[src/design/pit_pkg.sv]
`timescale 1ns / 1ps
package pit_pkg;

   localparam int TABLE_DEPTH = 256;
   localparam int IDX_W = $clog2(TABLE_DEPTH);
   localparam int CNT_W = $clog2(TABLE_DEPTH + 1);
   localparam int TS_W = 64;
   localparam int ID_W = 32;
   localparam int STAT_W = 2;

   localparam logic signed [TS_W-1:0] TS_MINUS_INF = {1'b1, {(TS_W-1){1'b0}}};
   localparam logic signed [TS_W-1:0] TS_PLUS_INF = {1'b0, {(TS_W-1){1'b1}}};

   typedef enum logic [STAT_W-1:0] {
      STAT_OK   = 2'd0,
      STAT_DUP  = 2'd1,
      STAT_FULL = 2'd2
   } status_type;

   // what interval an insert writes
   typedef enum logic [1:0] {
      INS_OPEN,    // [ts, +inf)
      INS_BACK,    // (-inf, ts]
      INS_CLOSE    // [open start, ts)
   } ins_kind_type;

   typedef struct packed {
      logic                  capture;
      logic                  scan;
      logic                  rescan;
      logic                  write;
      ins_kind_type          kind;
      logic                  emit;
      logic [STAT_W-1:0]     res_status;
      logic                  res_closed;
   } cmd_type;

   typedef struct packed {
      logic scan_done;
      logic op_stop;
      logic present;
      logic open_found;
      logic free_found;
      logic match_open;
      logic match_back;
      logic match_close;
      logic out_free;
   } sts_type;

   typedef struct packed {
      logic signed [TS_W-1:0] start_ts;
      logic signed [TS_W-1:0] stop_ts;
      logic [ID_W-1:0]        who;
   } entry_type;

endpackage

[src/design/pit_controller.sv]
`timescale 1ns / 1ps
module pit_controller (
   input  logic             clock,
   input  logic             reset,
   input  logic             req_valid,
   output logic             req_ready,
   input  pit_pkg::sts_type sts,
   output pit_pkg::cmd_type cmd
);
   import pit_pkg::*;

   typedef enum logic [2:0] {
      ST_IDLE,
      ST_SCAN,
      ST_DECIDE,
      ST_RESCAN,
      ST_CLOSE,
      ST_FINISH
   } state_type;

   state_type         state_ff, state_in;
   logic [STAT_W-1:0] res_status_ff, res_status_in;
   logic              res_closed_ff, res_closed_in;

   always_comb begin
      state_in = state_ff;
      res_status_in = res_status_ff;
      res_closed_in = res_closed_ff;
      cmd = '0;
      cmd.kind = INS_OPEN;
      cmd.res_status = res_status_ff;
      cmd.res_closed = res_closed_ff;
      req_ready = 1'b0;
      case (state_ff)
         ST_IDLE: begin
            req_ready = 1'b1;
            if (req_valid) begin
               cmd.capture = 1'b1;
               state_in = ST_SCAN;
            end
         end
         ST_SCAN: begin
            cmd.scan = 1'b1;
            if (sts.scan_done) begin
               state_in = ST_DECIDE;
            end
         end
         ST_DECIDE: begin
            res_closed_in = 1'b0;
            res_status_in = STAT_OK;
            state_in = ST_FINISH;
            if (!sts.op_stop) begin
               if (sts.present) begin
                  res_status_in = STAT_DUP;
               end else if (!sts.match_open) begin
                  if (sts.free_found) begin
                     cmd.write = 1'b1;
                     cmd.kind = INS_OPEN;
                  end else begin
                     res_status_in = STAT_FULL;
                  end
               end
            end else if (!sts.present) begin
               res_status_in = STAT_DUP;
               if (!sts.match_back) begin
                  if (sts.free_found) begin
                     cmd.write = 1'b1;
                     cmd.kind = INS_BACK;
                  end else begin
                     res_status_in = STAT_FULL;
                  end
               end
            end else if (sts.open_found) begin
               // free the open slot, then look for a duplicate of the closed interval
               cmd.rescan = 1'b1;
               res_closed_in = 1'b1;
               state_in = ST_RESCAN;
            end
         end
         ST_RESCAN: begin
            cmd.scan = 1'b1;
            if (sts.scan_done) begin
               state_in = ST_CLOSE;
            end
         end
         ST_CLOSE: begin
            cmd.write = !sts.match_close;
            cmd.kind = INS_CLOSE;
            state_in = ST_FINISH;
         end
         ST_FINISH: begin
            if (sts.out_free) begin
               cmd.emit = 1'b1;
               state_in = ST_IDLE;
            end
         end
         default: begin
            state_in = ST_IDLE;
         end
      endcase
   end

   always_ff @(posedge clock) begin
      if (reset) begin
         state_ff <= ST_IDLE;
         res_status_ff <= STAT_OK;
         res_closed_ff <= 1'b0;
      end else begin
         state_ff <= state_in;
         res_status_ff <= res_status_in;
         res_closed_ff <= res_closed_in;
      end
   end

endmodule

[config.mk]
export PLATFORM = sky130hd
export DESIGN_NAME = pit_controller
export DESIGN_NICKNAME = d
export VERILOG_FILES = /design/src/design/pit_pkg.sv /design/src/design/pit_controller.sv
export SDC_FILE = /design/constraint.sdc
export NUM_CORES = 1
export LEC_CHECK = 0
export BUFFER_PORTS_ARGS = -buffer_cell sky130_fd_sc_hd__buf_2
export CAP_MARGIN = 10
export CORE_AREA = 5 5 42 44
export CTS_BUF_LIST = sky130_fd_sc_hd__clkbuf_4 sky130_fd_sc_hd__clkbuf_8
export DETAILED_ROUTE_END_ITERATION = 10
export DIE_AREA = 0 0 47 49
export GPL_TIMING_DRIVEN = 0
export HOLD_SLACK_MARGIN = 0.06
export PLACE_DENSITY = 0.52
export SYNTH_ARGS = -nofsm -noshare
export SYNTH_HDL_FRONTEND = slang
export SYNTH_SLANG_ARGS = --single-unit
export TNS_END_PERCENT = 30
[constraint.sdc]
create_clock -name clock -period 1.9 [get_ports clock]
set_input_delay 0 -clock clock [delete_from_list [all_inputs] [get_ports clock]]
set_output_delay 0 -clock clock [all_outputs]
set_load 0.02 [all_outputs]
# Yosys cells after proc, flatten, opt, wreduce, memory -nomap -nowiden
# Index checks and enable logic that the tools add are counted.
totals:
  regBits: 6
  latchBits: 0
  ram_bits: 0
  rom_bits: 0
  input_bits: 12
  out_inout_bits: 11
  elab_cells: 49
  memories: 0
classes:
  addsub: 0
  n_mul: 0
  div_mod_pow: 0
  order_cmp: 0
  n_eq_ne: 9
  shifts: 0
  muxes: 33
  n_bitwise: 0
  n_reduce_logical: 4
op_table:
  columns: ["operator", "n"]
  rows:
  - ["2-to-1 mux 3 bit", 14]
  - ["case mux 3 bit (6 select lines)", 1]
  - ["2-to-1 mux 2 bit", 7]
  - ["2-to-1 mux 1 bit", 10]
  - ["!= test 2 bit, second input constant", 4]
  - ["== test 3 x 2 -> 1 bit, second input constant", 2]
  - ["== test 3 bit, second input constant", 2]
  - ["case mux 3 bit (2 select lines)", 1]
  - ["AND reduction 4 bit", 1]
  - ["== test 3 x 1 -> 1 bit, second input constant", 1]
  - ["logical NOT 3 bit", 1]
  - ["OR reduction 2 bit", 1]
  - ["logical NOT 1 bit", 1]

# Depth between registers and ports, before layout
logic_depth:
  depth_word: 5
  depth_mapped: 4
  mapped_depth_nobuf: 3

# Worst setup path before layout
# Ideal clock, no wire load.
synth_timing:
  path_type: "register to register"
  startpoint: "register state_ff[0]"
  endpoint: "register state_ff[0]"
  setup_ns: 0.158
  arrival_time_ns: 1.195
  required_ns: 1.742
  path_slack_ns: 0.547
  stages_incl_launch_ff: 4
  path_buffers: 1
  synth_period_minus_slack_ns: 1.353
  path_cell_list: "dfxtp_1 -> buf_2 -> nor3_1 -> a221oi_1"
synth_via:
  elab_chain_len: 3
  word_cells_on_any_way: 12
  classes_between: "eq/ne: 9; mux: 1; reduce/logical: 2"
synth_rtl:
  columns: ["element", "line", "text"]
  rows:
  - ["start: declaration", "pit_controller.sv:21", "state_type state_ff, state_in;"]
  - ["start signal: assignment", "pit_controller.sv:109", "state_ff <= state_in;"]
  - ["== test 3 x 1 -> 1 bit (tied with other cells)", "pit_controller.sv:34", "case (state_ff)"]
  - ["!= test 2 bit (no source line)", null, null]
  - ["AND reduction 4 bit (no source line)", null, null]
# Parallel ways exist; a longest one is shown, timed or not.
# A chain may end at the register's enable or synchronous reset.

# Worst setup path after layout
# Ends and elaborated chain as after synthesis.

==> flow_metrics.tcl <==
set metrics [dict create \
    status "completed" \
    hold_viol 0 \
    grt_pass1_wl_um 1790 \
    worst_pin_slew_ns 0.300 \
    htreeDepth 1 \
    cts_hold_buf 3 \
    crit_chain "buf_2, a21o_1, a21o_1, a221oi_1, dlygate4sd3_1" \
    post-route-period-util_pct 86.8 \
    num_vias 410 \
    timing.critical_path.to "state_ff[0]" \
    syn_inst 44 \
    slew_headroom_pct 79.8 \
    drt-initial-drc-count 8 \
    dieArea_mm2 0.00230 \
    grt_usage_pct 10.2 \
    dp_cells 82 \
    yosysTopAreaCell "dfxtp_1" \
    clkTransAtPathRegs_ns 0.04 \
    grt_start_max_net_pins 10 \
    cts_setup_buffers 0 \
    endpoint_kind "flip-flop" \
    maxSlewViolCount 0 \
    power.internal_uw 247 \
    cts-buffers-inserted 3 \
    portBuffers 22 \
    combinationalPowerShare_pct 27.7 \
    setup_viol 0 \
    dp_hpwl_um 754 \
    gp_congestion 0.690 \
    powerDensity_mw_per_mm2 635 \
    crit_start "state_ff[0]" \
    period_needed_ns 1.65 \
    async_reset_ff_share_pct 0 \
    final_common_cell "buf_2" \
    fp-row-count 14 \
    power_switching_uw 99.3 \
    synth_top_area_share_pct 33.1 \
    netlist_area_um2 363 \
    insertion_delay_ns 0.24 \
    clockBufferDepth 2 \
    cts_resized 0 \
    r2r_start "state_ff[0]" \
    ys_seq_elements 6 \
    critPathKind "reg2reg" \
    skew_ns 0.00312 \
    crit_path_start_kind "flip-flop" \
    synth_area_leaders "dfxtp_1 (33%), nand2b_1 (6.9%), nor3b_4 (5.2%), a21oi_1 (4.1%), a21o_1 (4.1%)" \
    synth_cell_types 25 \
    crit_buf_inv 2 \
    grt_overflow 0 \
    irDropWorstVdd_mv 0.410 \
    grt_pass1_vias 459 \
    p_clk_share_pct 32.3 \
    final_cell_mix "buf_2 (23), dfxtp_1 (6), nand2b_1 (4)" \
    required_ns 2.08 \
    syn_to_final_growth_pct 50.3 \
    tns_ns 0 \
    p_seq_share_pct 40.0 \
    cts_tree "yes" \
    synth_warnings 0 \
    num-fill-cells 159 \
    ant_nets 0 \
    routed_wirelength_um 937 \
    worstPathMaxFanout 9 \
    crit_cells 5 \
    ff2ff_path_depth 5 \
    rsz0062_at_grt "no" \
    max-cap-violations 0 \
    final_cells 88 \
    start_util_pct 25.9 \
    min-delay-start "sts[6]" \
    dr.pass1.iters 3 \
    cts.sinks 6 \
    hp-class "in2reg" \
    cp_top_family "buffers and inverters" \
    core_area_mm2 0.00140 \
    drive_above_1_share_pct 40.3 \
    syn_nets 56 \
    num_antenna_cells 0 \
    cp_slowest_cell "dlygate4sd3_1" \
    final_nets 86 \
    drc 0 \
    ys.flop_type "dfxtp_1" \
    die_height_um 49 \
    timing.critical_path.mode_cell "a21o_1" \
    wl_per_cell_um 10.6 \
    syn_area_per_cell_um2 8.25 \
    reg2reg_slack_ns 0.25 \
    synth_edf_count 0 \
    post_drt_via_cell_ratio 4.66 \
    leakagePower_uw 0.000273 \
    worstReg2RegEnd "state_ff[0]" \
    die_w_um 47 \
    ys_seq_area_share_pct 33.1 \
    arrival_ns 1.83 \
    critPathMaxStageDelay_ns 0.58 \
    antenna_found_initial 0 \
    fmax_mhz 606 \
    clock-root-buffer "clkbuf_4" \
    p_sw_share_pct 28.6 \
    ioPinCount 23 \
]
## synth_stat cells, drive strengths merged, types with 2 or more instances
| cell type | instances |
|---|---|
| dfxtp | 6 |
| nand2b | 4 |
| a21oi | 3 |
| inv | 3 |
| nor2 | 3 |
| a21o | 2 |
| buf | 2 |
| nand2 | 2 |
| nand3 | 2 |
| nand3b | 2 |
| nor3 | 2 |
| nor3b | 2 |
## metal layers
metal  routed length, um  track usage (%)  up-vias  share of wire [%]
li1                    -                -      215                  -
met1                 410             12.4      175                 44
met2                 410             15.8       18                 44
met3                 107             4.80        2                 11
met4                   8             2.76        0               0.85
met5                   0                0        -                  0
## power groups by stage
stage / combinational, uW / clock, uW / sequential, uW
floorplan: 53.9 / 0 / 142
global placement: 89.7 / 0 / 141
detailed placement: 90.8 / 0 / 141
CTS: 97.2 / 118 / 139
global route: 108 / 123 / 140
finish: 96.2 / 112 / 139
## cell families (layout without fill, tap and decap cells)
kind of cell              after synthesis  after routing  share of synthesized area [%]
muxes                                   1              1                           3.10
and+or+nand+nor                        20             20                           34.1
buffers and inverters                   5             33                           6.55
xor gates and xnor gates                1              1                           2.41
AOI/OAI and AO/OA                      11             11                           20.7
DFF                                     6              6                           33.1
## final cells by class
cell class / instances / area, um^2 / share of cell area, %
inverter: 3 / 11.3 / 2.06
tap: 16 / 20.0 / 3.67
timing repair buffer: 25 / 140 / 25.7
sequential: 6 / 120 / 22.0
clock buffer: 3 / 22.5 / 4.13
buffer: 2 / 12.5 / 2.29
multi-input combinational: 33 / 219 / 40.1
## flip-flops by register name, indices dropped and copies added (netlist names)
register	count
state_ff	3
res_status_ff	2
res_closed_ff	1
## worst reg2reg max path: stages (launching register included)
cell,delay [ns]
dfxtp_1,0.29
buf_2,0.17
a21o_1,0.17
a21o_1,0.18
a221oi_1,0.21
dlygate4sd3_1,0.58
## metrics by stage
stage / area [um^2] / setup WS [ns] / utilization (%) / total power [uW] / hold slack, ns
3_5_place_dp: 493 / 0.602 / 35.2 / 231 / 0.251
2_1_floorplan: 363 / 0.547 / - / 195 / 0.0691
6_report: 546 / 0.251 / 38.9 / 347 / 0.0853
4_1_cts: 546 / 0.234 / 38.9 / 354 / 0.0769
3_3_place_gp: 493 / 0.586 / 35.2 / 231 / 0.248
5_1_grt: 546 / 0.117 / 38.9 / 371 / 0.0924
## worst min-delay path by stage
stage                             endpoint  slack, ns  cells after the start
after CTS                 res_status_ff[0]       0.08                      3
after global placement         state_ff[1]       0.25                      2
after floorplan              res_closed_ff       0.07                      1
after detailed placement       state_ff[1]       0.25                      2
final                     res_status_ff[0]       0.09                      3
after global routing      res_status_ff[0]       0.09                      3
No activity file was read; power rests on OpenSTA's default activity.
